## config.mk

```make
export PLATFORM = sky130hd
export DESIGN_NAME = adc_average_and_stability_score_flat
export DESIGN_NICKNAME = d
export VERILOG_FILES = /design/src/rtl/core/adcavg_pkg.sv /design/src/rtl/core/adcavg_if.sv /design/src/rtl/core/adcavg_score.sv /design/src/rtl/core/adc_average_and_stability_score.sv /design/src/flat_wrapper.sv
export SDC_FILE = /design/constraint.sdc
export NUM_CORES = 2
export LEC_CHECK = 0
export BUFFER_PORTS_ARGS = -buffer_cell sky130_fd_sc_hd__buf_2
export CORE_AREA = 2 2 357 359
export CTS_CLUSTER_SIZE = 12
export DETAILED_ROUTE_END_ITERATION = 12
export DIE_AREA = 0 0 359 361
export MAX_ROUTING_LAYER = met4
export PLACE_DENSITY = 0.61
export SETUP_SLACK_MARGIN = 0.02
export SKIP_CTS_REPAIR_TIMING = 1
export SYNTH_ARGS = -nofsm -noshare
export SYNTH_HDL_FRONTEND = slang
export SYNTH_SLANG_ARGS = --single-unit
```

## constraint.sdc

```tcl
create_clock -name clk -period 7.7 [get_ports clk]
set_clock_uncertainty 0.05 [all_clocks]
set_input_delay 0.77 -clock clk [delete_from_list [all_inputs] [get_ports clk]]
set_output_delay 0.77 -clock clk [all_outputs]
set_load 0.005 [all_outputs]
```

## src/rtl/core/adcavg_pkg.sv

```systemverilog
package adcavg_pkg;

	// converter sample and averaging group
	localparam int ADC_W     = 12;
	localparam int AVG_COUNT = 4;
	localparam int AVG_AW    = (AVG_COUNT > 1) ? $clog2(AVG_COUNT) : 1;
	localparam int AVG_PW    = $clog2(AVG_COUNT + 1);
	localparam int SSUM_W    = ADC_W + $clog2(AVG_COUNT);

	// millivolt conversion, rounded half up
	localparam int ADC_FULL_SCALE = 4096;
	localparam int MV_DEN         = 2 * ADC_FULL_SCALE;
	localparam int VREF_W         = 13;
	localparam int MV_W           = 13;
	localparam int MVP_W          = ADC_W + VREF_W + 2;

	// failure tracking
	localparam int FAIL_W  = 8;
	localparam int LIMIT_W = 8;

	// configuration port
	localparam int CFG_IDX_W  = 1;
	localparam int CFG_DATA_W = 13;
	localparam logic [CFG_IDX_W-1:0] REG_VREF       = 1'b0;
	localparam logic [CFG_IDX_W-1:0] REG_FAIL_LIMIT = 1'b1;
	localparam logic [VREF_W-1:0]    VREF_RESET     = 13'd3300;
	localparam logic [LIMIT_W-1:0]   LIMIT_RESET    = 8'd3;

	// item actions
	localparam logic ACT_SAMPLE = 1'b0;
	localparam logic ACT_CLEAR  = 1'b1;

	// averages window and stability score
	localparam int QUALITY_WINDOW = 8;
	localparam int WIN_DEPTH      = QUALITY_WINDOW;
	localparam int WIN_AW         = $clog2(WIN_DEPTH);
	localparam int FILL_W         = $clog2(WIN_DEPTH + 1);
	localparam int MIN_FILL       = 2;
	localparam int S_W            = ADC_W + WIN_AW;
	localparam int SQ_W           = 2 * ADC_W;
	localparam int QS_W           = SQ_W + WIN_AW;
	localparam int SS_W           = 2 * S_W;
	localparam int NQ_W           = QS_W + FILL_W;
	localparam int NN_W           = 2 * FILL_W;

	// variance thresholds are standard deviations squared
	localparam int STD_LO      = 5;
	localparam int STD_HI      = 20;
	localparam int LO_SQ       = STD_LO * STD_LO;
	localparam int HI_SQ       = STD_HI * STD_HI;
	localparam int SPAN        = HI_SQ - LO_SQ;
	localparam int SCORE_TOP   = 99;
	localparam int SCORE_SLOPE = 49;
	localparam int TH_W        = $clog2(HI_SQ * WIN_DEPTH * WIN_DEPTH + 1);
	localparam int NUM_W       = $clog2(SCORE_TOP * SPAN * WIN_DEPTH * WIN_DEPTH + 1);

	localparam int QUAL_W = 7;
	localparam int DIVC_W = $clog2(QUAL_W);
	localparam logic [QUAL_W-1:0] Q_ERROR  = 7'd0;
	localparam logic [QUAL_W-1:0] Q_NOISY  = 7'd10;
	localparam logic [QUAL_W-1:0] Q_FEW    = 7'd50;
	localparam logic [QUAL_W-1:0] Q_STABLE = 7'd100;

	typedef enum logic [1:0] {
		MODE_IDLE     = 2'd0,
		MODE_SAMPLING = 2'd1,
		MODE_READY    = 2'd2,
		MODE_ERROR    = 2'd3
	} mode_t;

	typedef struct packed {
		logic             start;
		logic [ADC_W-1:0] avg;
	} score_req_t;

	typedef struct packed {
		logic              done;
		logic [QUAL_W-1:0] quality;
	} score_rsp_t;

endpackage

```

## src/rtl/core/adcavg_if.sv

```systemverilog
interface adcavg_in_if;
	import adcavg_pkg::*;

	logic       valid;
	logic       ready;
	logic       action;
	logic       read_ok;
	logic [7:0] high_byte;
	logic [7:0] low_byte;

	modport source (output valid, action, read_ok, high_byte, low_byte, input ready);
	modport sink (input valid, action, read_ok, high_byte, low_byte, output ready);
endinterface

interface adcavg_out_if;
	import adcavg_pkg::*;

	logic              valid;
	logic              ready;
	logic [1:0]        mode;
	logic [ADC_W-1:0]  average_raw;
	logic [MV_W-1:0]   millivolts;
	logic [QUAL_W-1:0] quality;
	logic              new_average;

	modport source (output valid, mode, average_raw, millivolts, quality, new_average,
		input ready);
	modport sink (input valid, mode, average_raw, millivolts, quality, new_average,
		output ready);
endinterface

```

## src/rtl/core/adcavg_score.sv

```systemverilog
module adcavg_score (
	input  logic                   clk,
	input  logic                   arst_n,
	input  adcavg_pkg::score_req_t req,
	output adcavg_pkg::score_rsp_t rsp
);
	import adcavg_pkg::*;

	typedef enum logic [6:0] {
		SC_IDLE  = 7'b0000001,
		SC_SUM   = 7'b0000010,
		SC_VAR   = 7'b0000100,
		SC_DIFF  = 7'b0001000,
		SC_RANGE = 7'b0010000,
		SC_PREP  = 7'b0100000,
		SC_DIV   = 7'b1000000
	} sc_state_t;

	sc_state_t state_q;

	logic [ADC_W-1:0]  win_mem [WIN_DEPTH];
	logic              wr_en;
	logic [WIN_AW-1:0] wpos_q;
	logic [FILL_W-1:0] fill_q;
	logic [FILL_W-1:0] fill_inc;
	logic [FILL_W-1:0] rcnt_q;

	logic [ADC_W-1:0]  rdata_s1;
	logic              rd_vld_s1;
	logic              rd_last_s1;
	logic [ADC_W-1:0]  val_s2;
	logic [SQ_W-1:0]   sq_s2;
	logic              vld_s2;
	logic              last_s2;

	logic [S_W-1:0]    s_acc_q;
	logic [QS_W-1:0]   q_acc_q;
	logic [SS_W-1:0]   ss_q;
	logic [NQ_W-1:0]   nq_q;
	logic [NN_W-1:0]   nn_q;
	logic [NQ_W-1:0]   d_q;
	logic [TH_W-1:0]   thr_lo;
	logic [TH_W-1:0]   thr_hi;
	logic [TH_W-1:0]   den_q;
	logic [TH_W-1:0]   dx_q;
	logic [NUM_W-1:0]  rem_q;
	logic [NUM_W-1:0]  dsh_q;
	logic              rem_ge;
	logic [QUAL_W-1:0] quot_q;
	logic [QUAL_W-1:0] quot_next;
	logic [DIVC_W-1:0] k_q;

	logic              done_q;
	logic [QUAL_W-1:0] qual_q;

	assign wr_en    = (state_q == SC_IDLE) && req.start;
	assign fill_inc = (fill_q == FILL_W'(WIN_DEPTH)) ? fill_q : fill_q + 1'b1;

	assign thr_lo    = TH_W'(LO_SQ) * TH_W'(nn_q);
	assign thr_hi    = TH_W'(HI_SQ) * TH_W'(nn_q);
	assign rem_ge    = (rem_q >= dsh_q);
	assign quot_next = {quot_q[QUAL_W-2:0], rem_ge};

	always_ff @(posedge clk) begin
		if (wr_en) begin
			win_mem[wpos_q] <= req.avg;
		end
		rdata_s1 <= win_mem[rcnt_q[WIN_AW-1:0]];
	end

	always_ff @(posedge clk or negedge arst_n) begin
		if (!arst_n) begin
			state_q    <= SC_IDLE;
			wpos_q     <= '0;
			fill_q     <= '0;
			rcnt_q     <= '0;
			rd_vld_s1  <= 1'b0;
			rd_last_s1 <= 1'b0;
			vld_s2     <= 1'b0;
			last_s2    <= 1'b0;
			k_q        <= '0;
			done_q     <= 1'b0;
			qual_q     <= '0;
		end else begin
			done_q <= 1'b0;
			case (state_q)
				SC_IDLE: begin
					if (req.start) begin
						wpos_q <= (wpos_q == WIN_AW'(WIN_DEPTH - 1)) ? '0 : wpos_q + 1'b1;
						fill_q <= fill_inc;
						rcnt_q <= '0;
						if (fill_inc < FILL_W'(MIN_FILL)) begin
							done_q <= 1'b1;
							qual_q <= Q_FEW;
						end else begin
							state_q <= SC_SUM;
						end
					end
				end
				SC_SUM: begin
					// read -> square -> accumulate, one entry per cycle
					if (rcnt_q < fill_q) begin
						rd_vld_s1  <= 1'b1;
						rd_last_s1 <= (rcnt_q == fill_q - 1'b1);
						rcnt_q     <= rcnt_q + 1'b1;
					end else begin
						rd_vld_s1 <= 1'b0;
					end
					vld_s2  <= rd_vld_s1;
					last_s2 <= rd_vld_s1 && rd_last_s1;
					if (vld_s2 && last_s2) begin
						state_q <= SC_VAR;
					end
				end
				SC_VAR: begin
					state_q <= SC_DIFF;
				end
				SC_DIFF: begin
					state_q <= SC_RANGE;
				end
				SC_RANGE: begin
					if (d_q < NQ_W'(thr_lo)) begin
						done_q  <= 1'b1;
						qual_q  <= Q_STABLE;
						state_q <= SC_IDLE;
					end else if (d_q < NQ_W'(thr_hi)) begin
						state_q <= SC_PREP;
					end else begin
						done_q  <= 1'b1;
						qual_q  <= Q_NOISY;
						state_q <= SC_IDLE;
					end
				end
				SC_PREP: begin
					k_q     <= DIVC_W'(QUAL_W - 1);
					state_q <= SC_DIV;
				end
				SC_DIV: begin
					k_q <= k_q - 1'b1;
					if (k_q == '0) begin
						done_q  <= 1'b1;
						qual_q  <= quot_next;
						state_q <= SC_IDLE;
					end
				end
				default: begin
					state_q <= SC_IDLE;
				end
			endcase
		end
	end

	always_ff @(posedge clk) begin
		val_s2 <= rdata_s1;
		sq_s2  <= SQ_W'(rdata_s1) * SQ_W'(rdata_s1);
		case (state_q)
			SC_IDLE: begin
				s_acc_q <= '0;
				q_acc_q <= '0;
			end
			SC_SUM: begin
				if (vld_s2) begin
					s_acc_q <= s_acc_q + S_W'(val_s2);
					q_acc_q <= q_acc_q + QS_W'(sq_s2);
				end
			end
			SC_VAR: begin
				ss_q <= SS_W'(s_acc_q) * SS_W'(s_acc_q);
				nq_q <= NQ_W'(fill_q) * NQ_W'(q_acc_q);
				nn_q <= NN_W'(fill_q) * NN_W'(fill_q);
			end
			SC_DIFF: begin
				// n*n times the variance, never negative
				d_q <= nq_q - NQ_W'(ss_q);
			end
			SC_RANGE: begin
				den_q <= TH_W'(SPAN) * TH_W'(nn_q);
				dx_q  <= TH_W'(d_q - NQ_W'(thr_lo));
			end
			SC_PREP: begin
				rem_q  <= NUM_W'(SCORE_TOP) * NUM_W'(den_q)
					- NUM_W'(SCORE_SLOPE) * NUM_W'(dx_q);
				dsh_q  <= NUM_W'(den_q) << (QUAL_W - 1);
				quot_q <= '0;
			end
			SC_DIV: begin
				// restoring division, one quotient bit per cycle
				if (rem_ge) begin
					rem_q <= rem_q - dsh_q;
				end
				dsh_q  <= dsh_q >> 1;
				quot_q <= quot_next;
			end
			default: begin
			end
		endcase
	end

	assign rsp.done    = done_q;
	assign rsp.quality = qual_q;

endmodule

```

## src/rtl/core/adc_average_and_stability_score.sv

```systemverilog
// ADC averager with stability score.
//
// sample_ch carries one converter read per transfer (action, read_ok and the
// two received bytes) or a clear-error request. result_ch returns exactly one
// result per input transfer: mode, last average, millivolts, quality score
// and a flag marking a freshly completed average.
// vref_mv and fail_limit are written through cfg_we / cfg_idx / cfg_wdata; the
// user must write them only while the block is idle; it does not enforce this.
// millivolts always uses the current vref_mv. An item that does not close an
// averaging group passes through the emit state, and its result is loaded into
// the output register once that register is free. An item that closes a group
// walks the sample memory and then the window memory one entry per cycle; the
// restoring divider forms the interpolated score only between the thresholds,
// and the window walk is skipped while the window holds a single average.
// One item is in flight at a time; sample_ch.ready is high only while the
// controller is idle, and a new item is taken while a result still sits in
// the output register.
// Reset returns to idle with 3300 mV reference, fail limit 3, empty window,
// zero average and zero quality. When result_ch stalls, the output register
// holds its result and the next finished result waits in the controller.
module adc_average_and_stability_score (
	input  logic                              clk,
	input  logic                              arst_n,
	adcavg_in_if.sink                         sample_ch,
	adcavg_out_if.source                      result_ch,
	input  logic                              cfg_we,
	input  logic [adcavg_pkg::CFG_IDX_W-1:0]  cfg_idx,
	input  logic [adcavg_pkg::CFG_DATA_W-1:0] cfg_wdata
);
	import adcavg_pkg::*;

	typedef enum logic [3:0] {
		ST_IDLE  = 4'b0001,
		ST_SUM   = 4'b0010,
		ST_SCORE = 4'b0100,
		ST_EMIT  = 4'b1000
	} state_t;

	state_t state_q;

	logic [VREF_W-1:0]  vref_q;
	logic [LIMIT_W-1:0] limit_q;

	mode_t              mode_q;
	logic [FAIL_W-1:0]  fail_q;
	logic [FAIL_W-1:0]  fc_inc;
	logic [AVG_PW-1:0]  pos_q;
	logic [AVG_PW-1:0]  base_pos;
	logic [AVG_PW-1:0]  pos_inc;
	logic [ADC_W-1:0]   average_q;
	logic [QUAL_W-1:0]  quality_q;
	logic               fresh_q;

	logic               accept;
	logic               is_sample;
	logic               smp_we;
	logic [ADC_W-1:0]   raw;
	logic [ADC_W-1:0]   smp_mem [AVG_COUNT];
	logic [ADC_W-1:0]   smp_rdata_s1;
	logic [AVG_PW-1:0]  scnt_q;
	logic               srd_vld_s1;
	logic               srd_last_s1;
	logic [SSUM_W-1:0]  sacc_q;
	logic [SSUM_W-1:0]  sum_all;
	logic [ADC_W-1:0]   avg_new;

	logic               score_start_q;
	score_req_t         score_req;
	score_rsp_t         score_rsp;

	logic [MVP_W-1:0]   mv_prod;
	logic [MVP_W-1:0]   mv_full;
	logic               out_load;
	logic               out_vld_q;
	mode_t              o_mode_q;
	logic [ADC_W-1:0]   o_avg_q;
	logic [MV_W-1:0]    o_mv_q;
	logic [QUAL_W-1:0]  o_qual_q;
	logic               o_new_q;

	assign accept    = sample_ch.valid && sample_ch.ready;
	assign raw       = {sample_ch.high_byte[3:0], sample_ch.low_byte};
	assign is_sample = (sample_ch.action == ACT_SAMPLE) && (mode_q != MODE_ERROR);
	assign smp_we    = accept && is_sample && sample_ch.read_ok;
	// leaving idle restarts the group
	assign base_pos  = (mode_q == MODE_IDLE) ? '0 : pos_q;
	assign pos_inc   = base_pos + 1'b1;
	assign fc_inc    = (fail_q == '1) ? fail_q : fail_q + 1'b1;

	assign sum_all = sacc_q + SSUM_W'(smp_rdata_s1);
	assign avg_new = ADC_W'(sum_all / AVG_COUNT);

	assign mv_prod  = MVP_W'(average_q) * MVP_W'(vref_q);
	assign mv_full  = MVP_W'((mv_prod + mv_prod + MVP_W'(ADC_FULL_SCALE)) / MV_DEN);
	assign out_load = (state_q == ST_EMIT) && (!out_vld_q || result_ch.ready);

	assign sample_ch.ready = (state_q == ST_IDLE);

	always_ff @(posedge clk or negedge arst_n) begin
		if (!arst_n) begin
			vref_q  <= VREF_RESET;
			limit_q <= LIMIT_RESET;
		end else if (cfg_we) begin
			case (cfg_idx)
				REG_VREF:       vref_q  <= cfg_wdata[VREF_W-1:0];
				REG_FAIL_LIMIT: limit_q <= cfg_wdata[LIMIT_W-1:0];
				default: begin
				end
			endcase
		end
	end

	always_ff @(posedge clk) begin
		if (smp_we) begin
			smp_mem[base_pos[AVG_AW-1:0]] <= raw;
		end
		smp_rdata_s1 <= smp_mem[scnt_q[AVG_AW-1:0]];
	end

	always_ff @(posedge clk or negedge arst_n) begin
		if (!arst_n) begin
			state_q       <= ST_IDLE;
			mode_q        <= MODE_IDLE;
			fail_q        <= '0;
			pos_q         <= '0;
			average_q     <= '0;
			quality_q     <= '0;
			fresh_q       <= 1'b0;
			scnt_q        <= '0;
			srd_vld_s1    <= 1'b0;
			srd_last_s1   <= 1'b0;
			sacc_q        <= '0;
			score_start_q <= 1'b0;
			out_vld_q     <= 1'b0;
		end else begin
			score_start_q <= 1'b0;
			if (result_ch.ready && !out_load) begin
				out_vld_q <= 1'b0;
			end
			case (state_q)
				ST_IDLE: begin
					if (accept) begin
						fresh_q <= 1'b0;
						scnt_q  <= '0;
						sacc_q  <= '0;
						state_q <= ST_EMIT;
						if (sample_ch.action == ACT_CLEAR) begin
							if (mode_q == MODE_ERROR) begin
								fail_q <= '0;
								mode_q <= MODE_IDLE;
								pos_q  <= '0;
							end
						end else if (is_sample) begin
							if (!sample_ch.read_ok) begin
								fail_q <= fc_inc;
								if (fc_inc >= limit_q) begin
									mode_q    <= MODE_ERROR;
									quality_q <= Q_ERROR;
								end
							end else begin
								fail_q <= '0;
								if (pos_inc >= AVG_PW'(AVG_COUNT)) begin
									pos_q   <= '0;
									fresh_q <= 1'b1;
									mode_q  <= MODE_READY;
									state_q <= ST_SUM;
								end else begin
									pos_q <= pos_inc;
									if (mode_q == MODE_IDLE) begin
										mode_q <= MODE_SAMPLING;
									end
								end
							end
						end
					end
				end
				ST_SUM: begin
					if (scnt_q < AVG_PW'(AVG_COUNT)) begin
						srd_vld_s1  <= 1'b1;
						srd_last_s1 <= (scnt_q == AVG_PW'(AVG_COUNT - 1));
						scnt_q      <= scnt_q + 1'b1;
					end else begin
						srd_vld_s1 <= 1'b0;
					end
					if (srd_vld_s1) begin
						sacc_q <= sum_all;
						if (srd_last_s1) begin
							average_q     <= avg_new;
							score_start_q <= 1'b1;
							state_q       <= ST_SCORE;
						end
					end
				end
				ST_SCORE: begin
					if (score_rsp.done) begin
						quality_q <= score_rsp.quality;
						state_q   <= ST_EMIT;
					end
				end
				ST_EMIT: begin
					if (out_load) begin
						out_vld_q <= 1'b1;
						state_q   <= ST_IDLE;
					end
				end
				default: begin
					state_q <= ST_IDLE;
				end
			endcase
		end
	end

	always_ff @(posedge clk) begin
		if (out_load) begin
			o_mode_q <= mode_q;
			o_avg_q  <= average_q;
			o_mv_q   <= mv_full[MV_W-1:0];
			o_qual_q <= quality_q;
			o_new_q  <= fresh_q;
		end
	end

	assign score_req.start = score_start_q;
	assign score_req.avg   = average_q;

	adcavg_score u_score (
		.clk    (clk),
		.arst_n (arst_n),
		.req    (score_req),
		.rsp    (score_rsp)
	);

	assign result_ch.valid       = out_vld_q;
	assign result_ch.mode        = o_mode_q;
	assign result_ch.average_raw = o_avg_q;
	assign result_ch.millivolts  = o_mv_q;
	assign result_ch.quality     = o_qual_q;
	assign result_ch.new_average = o_new_q;

`ifndef ASSERT_OFF
	a_fresh_is_ready: assert property (@(posedge clk) disable iff (!arst_n)
		result_ch.valid && result_ch.new_average |-> result_ch.mode == MODE_READY)
		else $error("fresh average reported outside ready mode");

	a_error_zero_quality: assert property (@(posedge clk) disable iff (!arst_n)
		result_ch.valid && result_ch.mode == MODE_ERROR |-> result_ch.quality == Q_ERROR)
		else $error("error mode with nonzero quality");

	a_score_done_expected: assert property (@(posedge clk) disable iff (!arst_n)
		score_rsp.done |-> state_q == ST_SCORE)
		else $error("score unit finished while controller was not waiting");

	a_group_pos_range: assert property (@(posedge clk) disable iff (!arst_n)
		accept |=> pos_q < AVG_PW'(AVG_COUNT))
		else $error("sample group position out of range");
`endif

endmodule

```

## src/flat_wrapper.sv

```systemverilog
// flat-port wrapper written by rule: the top's interface ports become plain ports
module adc_average_and_stability_score_flat import adcavg_pkg::*;
  (clk, arst_n, cfg_we, cfg_idx, cfg_wdata, sample_ch_valid, sample_ch_action, sample_ch_read_ok, sample_ch_high_byte, sample_ch_low_byte, sample_ch_ready, result_ch_valid, result_ch_mode, result_ch_average_raw, result_ch_millivolts, result_ch_quality, result_ch_new_average, result_ch_ready);
  adcavg_in_if sample_ch_i ();
  adcavg_out_if result_ch_i ();
  input  logic clk;
  input  logic arst_n;
  input  logic cfg_we;
  input  logic [adcavg_pkg::CFG_IDX_W-1:0] cfg_idx;
  input  logic [adcavg_pkg::CFG_DATA_W-1:0] cfg_wdata;
  input wire logic [$bits(sample_ch_i.valid)-1:0] sample_ch_valid;
  input wire logic [$bits(sample_ch_i.action)-1:0] sample_ch_action;
  input wire logic [$bits(sample_ch_i.read_ok)-1:0] sample_ch_read_ok;
  input wire logic [$bits(sample_ch_i.high_byte)-1:0] sample_ch_high_byte;
  input wire logic [$bits(sample_ch_i.low_byte)-1:0] sample_ch_low_byte;
  output wire logic [$bits(sample_ch_i.ready)-1:0] sample_ch_ready;
  output wire logic [$bits(result_ch_i.valid)-1:0] result_ch_valid;
  output wire logic [$bits(result_ch_i.mode)-1:0] result_ch_mode;
  output wire logic [$bits(result_ch_i.average_raw)-1:0] result_ch_average_raw;
  output wire logic [$bits(result_ch_i.millivolts)-1:0] result_ch_millivolts;
  output wire logic [$bits(result_ch_i.quality)-1:0] result_ch_quality;
  output wire logic [$bits(result_ch_i.new_average)-1:0] result_ch_new_average;
  input wire logic [$bits(result_ch_i.ready)-1:0] result_ch_ready;
  assign sample_ch_i.valid = sample_ch_valid;
  assign sample_ch_i.action = sample_ch_action;
  assign sample_ch_i.read_ok = sample_ch_read_ok;
  assign sample_ch_i.high_byte = sample_ch_high_byte;
  assign sample_ch_i.low_byte = sample_ch_low_byte;
  assign sample_ch_ready = sample_ch_i.ready;
  assign result_ch_valid = result_ch_i.valid;
  assign result_ch_mode = result_ch_i.mode;
  assign result_ch_average_raw = result_ch_i.average_raw;
  assign result_ch_millivolts = result_ch_i.millivolts;
  assign result_ch_quality = result_ch_i.quality;
  assign result_ch_new_average = result_ch_i.new_average;
  assign result_ch_i.ready = result_ch_ready;
  adc_average_and_stability_score u_core (.clk(clk), .arst_n(arst_n), .sample_ch(sample_ch_i), .result_ch(result_ch_i), .cfg_we(cfg_we), .cfg_idx(cfg_idx), .cfg_wdata(cfg_wdata));
endmodule
```

Word-level counts from Yosys, hierarchy flattened

Memory sizes are Yosys's and may differ from the RTL's. A register that Yosys moved wholly into a read port is not among the register bits.
Cells that the tools add are included.

Flip-flop bits (word level): 405
Memory bits (writable): 144
Bits of input ports: 37
Output and inout bits: 37
Logic and storage cells: 253
Memories kept: 2

Add/sub/neg operators: 17
Multiply operators: 10
$lt $le $gt $ge: 8
Equal/unequal tests: 39
Multiplexer cells: 90
Bitwise gates (word level): 2
Reduce and logical (&&, ||, !) cells: 41

Memory list:

| memory                 | depth | width | read ports | clocked after memory_dff | write ports | RTL line                              | text |
|---|---|---|---|---|---|---|---|
| u_core.u_score.win_mem | 8     | 12    | 1          | 1                        | 1           | adcavg_score.sv:21                    | `logic [ADC_W-1:0] win_mem [WIN_DEPTH];` |
| u_core.smp_mem         | 4     | 12    | 1          | 1                        | 1           | adc_average_and_stability_score.sv:58 | `logic [ADC_W-1:0] smp_mem [AVG_COUNT];` |

Operators with widths:

| kind                     | number |
|---|---|
| $mux W7                  | 15 |
| $pmux W22 S2             | 2 |
| $pmux W27 S2             | 1 |
| $pmux W7 S7              | 1 |
| $mux W4                  | 12 |
| $mux W8                  | 5 |
| $lt A31 B13 Y1           | 1 |
| $lt A31 B15 Y1           | 1 |
| $mul A4 B27 Y31          | 1 |
| $sub A31 B30 Y31         | 1 |
| $mul A15 B15 Y30         | 1 |
| $pmux W15 S2             | 1 |
| $mux W14                 | 2 |
| $pmux W14 S2             | 1 |
| $add A27 B24 Y27         | 1 |
| $mux W27                 | 1 |
| $mux W3                  | 9 |
| $add A25 B25 Y26         | 1 |
| $add A26 B13 Y26 const B | 1 |
| $ne A2 B2 Y1 const B     | 13 |
| $mul A12 B13 Y25         | 1 |
| $mul A12 B12 Y24         | 1 |
| $ge A22 B22 Y1           | 1 |
| $mul A7 B15 Y22 const A  | 1 |
| 65 further kinds         | 132 |

Logic depth before layout (Yosys ltp)

Depth after elaboration: 10
Depth in mapped cells: 25
Depth with buffers taken out: 24

Cells and area by module

A second synthesis with hierarchy kept.

Cells, all modules: 4,760
Area total of the unflattened synthesis: 49,417.4 sq um

By module, submodules not included:

| module                          | times used | cells each | area an instance (sq um) | seq. area each (sq um) |
|---|---|---|---|---|
| adcavg_score                    | 1          | 3,631      | 37,178.2                 | 11,177.0 |
| adc_average_and_stability_score | 1          | 1,129      | 12,239.2                 | 4,720.8 |

Least setup slack after synthesis

Ideal clock, no wire load.

Path kind: register to register
From: reg u_core.u_score.state_q[1]
To: reg u_core.u_score.state_q[0]
Setup time: 0.078 ns
Arrival: 8.097 ns
Data required time: 7.572 ns
Setup slack: -0.525 ns
Stages on the path, launching flop included: 6
Buffers on the path: 0
Period minus slack after synthesis: 8.225 ns
Cell sequence: dfrtp_1 > nor4_1 > nor4bb_1 > or4_1 > o21ai_0 > and2_1

Word-level cells in the longest chain between the ends: 3
Elaborated cells between the ends (all ways): 13
Those cells by class: 11 x eq/ne; 1 x mux; 1 x reduce/logical

Ends and longest elaborated chain:

| item                                                          | RTL line            | text |
|---|---|---|
| from (decl)                                                   | adcavg_score.sv:19  | `sc_state_t state_q;` |
| from (signal assigned)                                        | adcavg_score.sv:73  | `state_q <= SC_IDLE;` |
| from (signal assigned)                                        | adcavg_score.sv:96  | `state_q <= SC_SUM;` |
| from (signal assigned)                                        | adcavg_score.sv:112 | `state_q <= SC_VAR;` |
| $eq A7 B7 Y1, or another cell as far along                    | adcavg_score.sv:86  | `case (state_q)` |
| $ne A2 B2 Y1 (no source line) or $ne A2 B1 Y1 (tied branches) | -                   |  |
| $reduce_and A4 Y1 (no source line)                            | -                   |  |

Several ways; a longest one is shown, not always the timed one.
A chain may end at the register's enable or synchronous reset.

Final worst setup path

From: reg u_core.u_score.s_acc_q[1]
To: reg u_core.u_score.ss_q[29], data pin

Word-level cells in the longest chain between the ends: 1

Ends and longest elaborated chain:

| item                   | RTL line            | text |
|---|---|---|
| from (decl)            | adcavg_score.sv:36  | `logic [S_W-1:0] s_acc_q;` |
| from (signal assigned) | adcavg_score.sv:163 | `s_acc_q <= s_acc_q + S_W'(val_s2);` |
| $mul A15 B15 Y30       | adcavg_score.sv:168 | `ss_q <= SS_W'(s_acc_q) * SS_W'(s_acc_q);` |
| to (signal assigned)   | adcavg_score.sv:168 |  |
| to (decl)              | adcavg_score.sv:38  | `logic [SS_W-1:0] ss_q;` |

Every way passes these cells.

==> flow_summary.ini <==
[clocking]
clock_sinks = 567
clock_path_buffers = 3
cts_buffers = 68
h-tree-depth = 3
cts_tree = done
root_buffer = clkbuf_16
clock_latency_ns = 0.67
path_clk_slew_ns = 0.06

[drt]
antenna_left = 0
vias = 31700
drt_wl_total_um = 102000
drtPass1Iterations = 5
remaining_drc_errors = 0
drt_first_iter_violations = 1641
wl_per_cell_um = 15.9
routed_via_density = 4.97

[pwr]
powerDensity_nw_per_um2 = 131
p_seq_share_pct = 48.5
p_leak_nw = 25.0
clock_power_share_pct = 47.2
switching_share_pct = 23.6
switchingPower_mw = 1.66
p_int_mw = 5.38
max-vdd-ir-drop_v = 0.000169
pwr-share-comb_pct = 4.3

[synthesis]
synth_top_area_share_pct = 24.5
synth_top_family_by_area = adder cells
synth.most_common_cell = inv_1
synth_fa_ha_area_share_pct = 33.1
synth_cell_types = 88
synth-seq-cells = 567
synth-compound-area-share_pct = 8.91
synthXorXnorAreaFrac_pct = 4.33
synthSimpleGateAreaFrac_pct = 11.6
netlist_instances = 4588
syn-cell-area_um2 = 48700
ys_seq_area_share_pct = 32.6
yosysWarnings = 0
synth_edf_count = 397
muxShareOfSynthArea_pct = 2.99
yosys.area.top_type = edfxtp_1
synth_ff_type = edfxtp_1
async_flop_share_pct = 19.8
yosys-top-cells-count = inv_1 (731), ha_1 (536), fa_1 (470), nand2_1 (416), edfxtp_1 (397)
synth.avg_cell_area_um2 = 10.6
ys_top_cells_by_area = edfxtp_1 (24%), fa_1 (19%), ha_1 (14%)

[global_route]
grtUsageTotal_pct = 16.5
grt_start_max_net_pins = 69
grt_pass1_wl_um = 169000
antenna_found_initial = 1
grt_pass1_vias = 32800
grt_overflow = 0

[critical_path]
critPathArrivalTime_ns = 7.51
crit_fanout = 15
cp.required_ns = 8.02
r2r_start = u_core.u_score.s_acc_q[1]
ff2ff_path_depth = 23
crit_chain = inv_1, nor2_1, fa_1, inv_1, fa_1, inv_1, fa_1, inv_1, fa_1, fa_1, inv_1, fa_1, ha_1, a211oi_1, o211ai_1, a221oi_1, o211ai_1, a311oi_1, o21ai_0, a21o_1, a21o_1, a21oi_1, xnor2_1
cpPeakStageDelay_ns = 0.66
crit_path_frequent_cell = fa_1
reg2reg_to = u_core.u_score.ss_q[29]
cpMaxStageDelayCell = edfxtp_1
worstSetupEndpointType = register
critPathLaunchType = register
regToRegSetupSlack_ns = 0.51
crit_type = reg2reg

[final_layout]
fin_area_um2 = 53500
syn2layout_area_growth_pct = 9.82
register_area_um2 = 15900
final.fill_count = 11900
drive_gt1_share_pct = 7.70
nets = 5714
multi_input_area_um2 = 29700
diodes = 0

[timing]
post-route-period-util_pct = 93.4
finalSetupViolCount = 0
rsz0062_at_grt = false
max_freq_mhz = 139
slew_headroom_pct = 17.6
slew_violations = 0
setup_tns_ns = 0
worst_slew_pin_slew_ns = 1.22
hold_viol = 0
fin_crit_ns = 7.19

[floorplanning]
num_rows = 130
die_x_um = 359
io-pin-count = 74
start_util_pct = 38.9
die_h_um = 361
die-area_um2 = 130000
core_um2 = 125000

[worst_hold_path]
min_path_type = in2async

[placement]
port_buffers = 69
globalplace.congestion = 0.854
post-dp-hpwl_um = 79300
placed_area_um2 = 51200

[flow_run]
maxCapViolCount = 0

[run_status]
status = finished clean
## state kept, by name, indices dropped and copies added, names as in the netlist, 13 cells and up
| register | flops |
|---|---|
| u_core.u_score.win_mem | 96 |
| u_core.smp_mem | 48 |
| u_core.u_score.d_q | 31 |
| u_core.u_score.nq_q | 31 |
| u_core.u_score.ss_q | 29 |
| u_core.u_score.q_acc_q | 27 |
| u_core.u_score.sq_s2 | 23 |
| u_core.u_score.rem_q | 22 |
| u_core.u_score.dsh_q | 21 |
| u_core.u_score.dx_q | 15 |
| u_core.u_score.s_acc_q | 15 |
| u_core.sacc_q | 14 |
| u_core.u_score.den_q | 14 |
| u_core.result_ch.millivolts | 13 |
| u_core.vref_q | 13 |
## power groups by stage
stage          logic, mW  registers, mW  clock network (mW)
6_report           0.301           3.41                3.32
5_1_grt            0.345           3.42                3.54
4_1_cts            0.308           3.41                3.43
3_5_place_dp       0.307           3.48                   0
3_3_place_gp       0.301           3.47                   0
2_1_floorplan      0.213           3.43                   0
## routing by layer
layer	GRT usage, %	up-vias	share of wire (%)
li1	-	15500	-
met1	21.8	15600	47
met2	26.9	429	48
met3	1.92	116	3.2
met4	4.99	0	2.5
met5	-	-	0
## worst max-delay path, delay by kind of cell, from the launching register on
kind,cells,cell delay (ns)
adders and majority gates,7,3.27
AOI/OAI and AO/OA,9,2.29
buffers and inverters,5,0.43
xor gates and xnor gates,1,0.08
and+or+nand+nor,1,0.12
DFF,1,0.66
## cell type report
type                            instances  area share [%]
Clock inverter                         31           0.729
Sequential cell                       567            29.7
Tap cell                             1650            3.86
Timing Repair Buffer                  121            1.38
Inverter                              731            5.13
Multi-Input combinational cell       3182            55.5
Clock buffer                           95            3.68
## placed cells by master (no fill, tap or decap), types with 16 or more instances in the layout
cell type,instances
inv_1,731
ha_1,536
fa_1,470
nand2_1,415
edfxtp_1,397
and2_1,219
nor2_1,201
a21oi_1,190
xnor2_1,163
o21ai_0,161
dfrtp_1,102
a21o_1,84
xor2_1,78
clkbuf_16,72
buf_2,68
nor3_1,61
dfxtp_1,58
buf_4,53
mux2_2,51
nand3_1,46
o21a_1,40
nor2b_1,40
mux4_2,36
nand2b_1,30
a211oi_1,29
o21bai_1,27
and3_1,24
a31oi_1,22
nand4_1,21
or3_1,21
or2_2,17
a22o_1,17
nor4_1,16
## cells by family (layout without fill, tap and decap cells)
family,Yosys count,in the layout
buffers and inverters,844,978
xor gates and xnor gates,241,241
adders and majority gates,1006,1006
other,2,7
muxes,94,94
AOI/OAI and AO/OA,679,679
DFF,567,567
and+or+nand+nor,1155,1155
## how the worst max path moves through the flow
stage	from	end	cells after the start
2_1_floorplan	u_core.vref_q[10]	u_core.result_ch.millivolts[11]	23
3_3_place_gp	u_core.u_score.s_acc_q[1]	u_core.u_score.ss_q[29]	23
3_5_place_dp	u_core.average_q[7]	u_core.result_ch.millivolts[12]	20
4_1_cts	u_core.average_q[7]	u_core.result_ch.millivolts[12]	20
5_1_grt	u_core.u_score.s_acc_q[1]	u_core.u_score.ss_q[29]	23
6_report	u_core.u_score.s_acc_q[1]	u_core.u_score.ss_q[29]	23
## metrics by stage
| stage | total power, mW | cells | hold WS [ns] | utilization [%] | worst slack [ns] |
|---|---|---|---|---|---|
| floorplan | 3.64 | 4593 | 0.304 | - | 1.03 |
| global placement | 3.78 | 6251 | 0.383 | 40.8 | 0.613 |
| detailed placement | 3.78 | 6251 | 0.382 | 40.8 | 0.564 |
| CTS | 7.15 | 6377 | 0.0948 | 42.7 | 0.554 |
| global route | 7.31 | 6377 | 0.146 | 42.7 | 0.0300 |
| finish | 7.04 | 6377 | 0.106 | 42.7 | 0.511 |
Note: power is estimated with default switching activity, not from simulation.
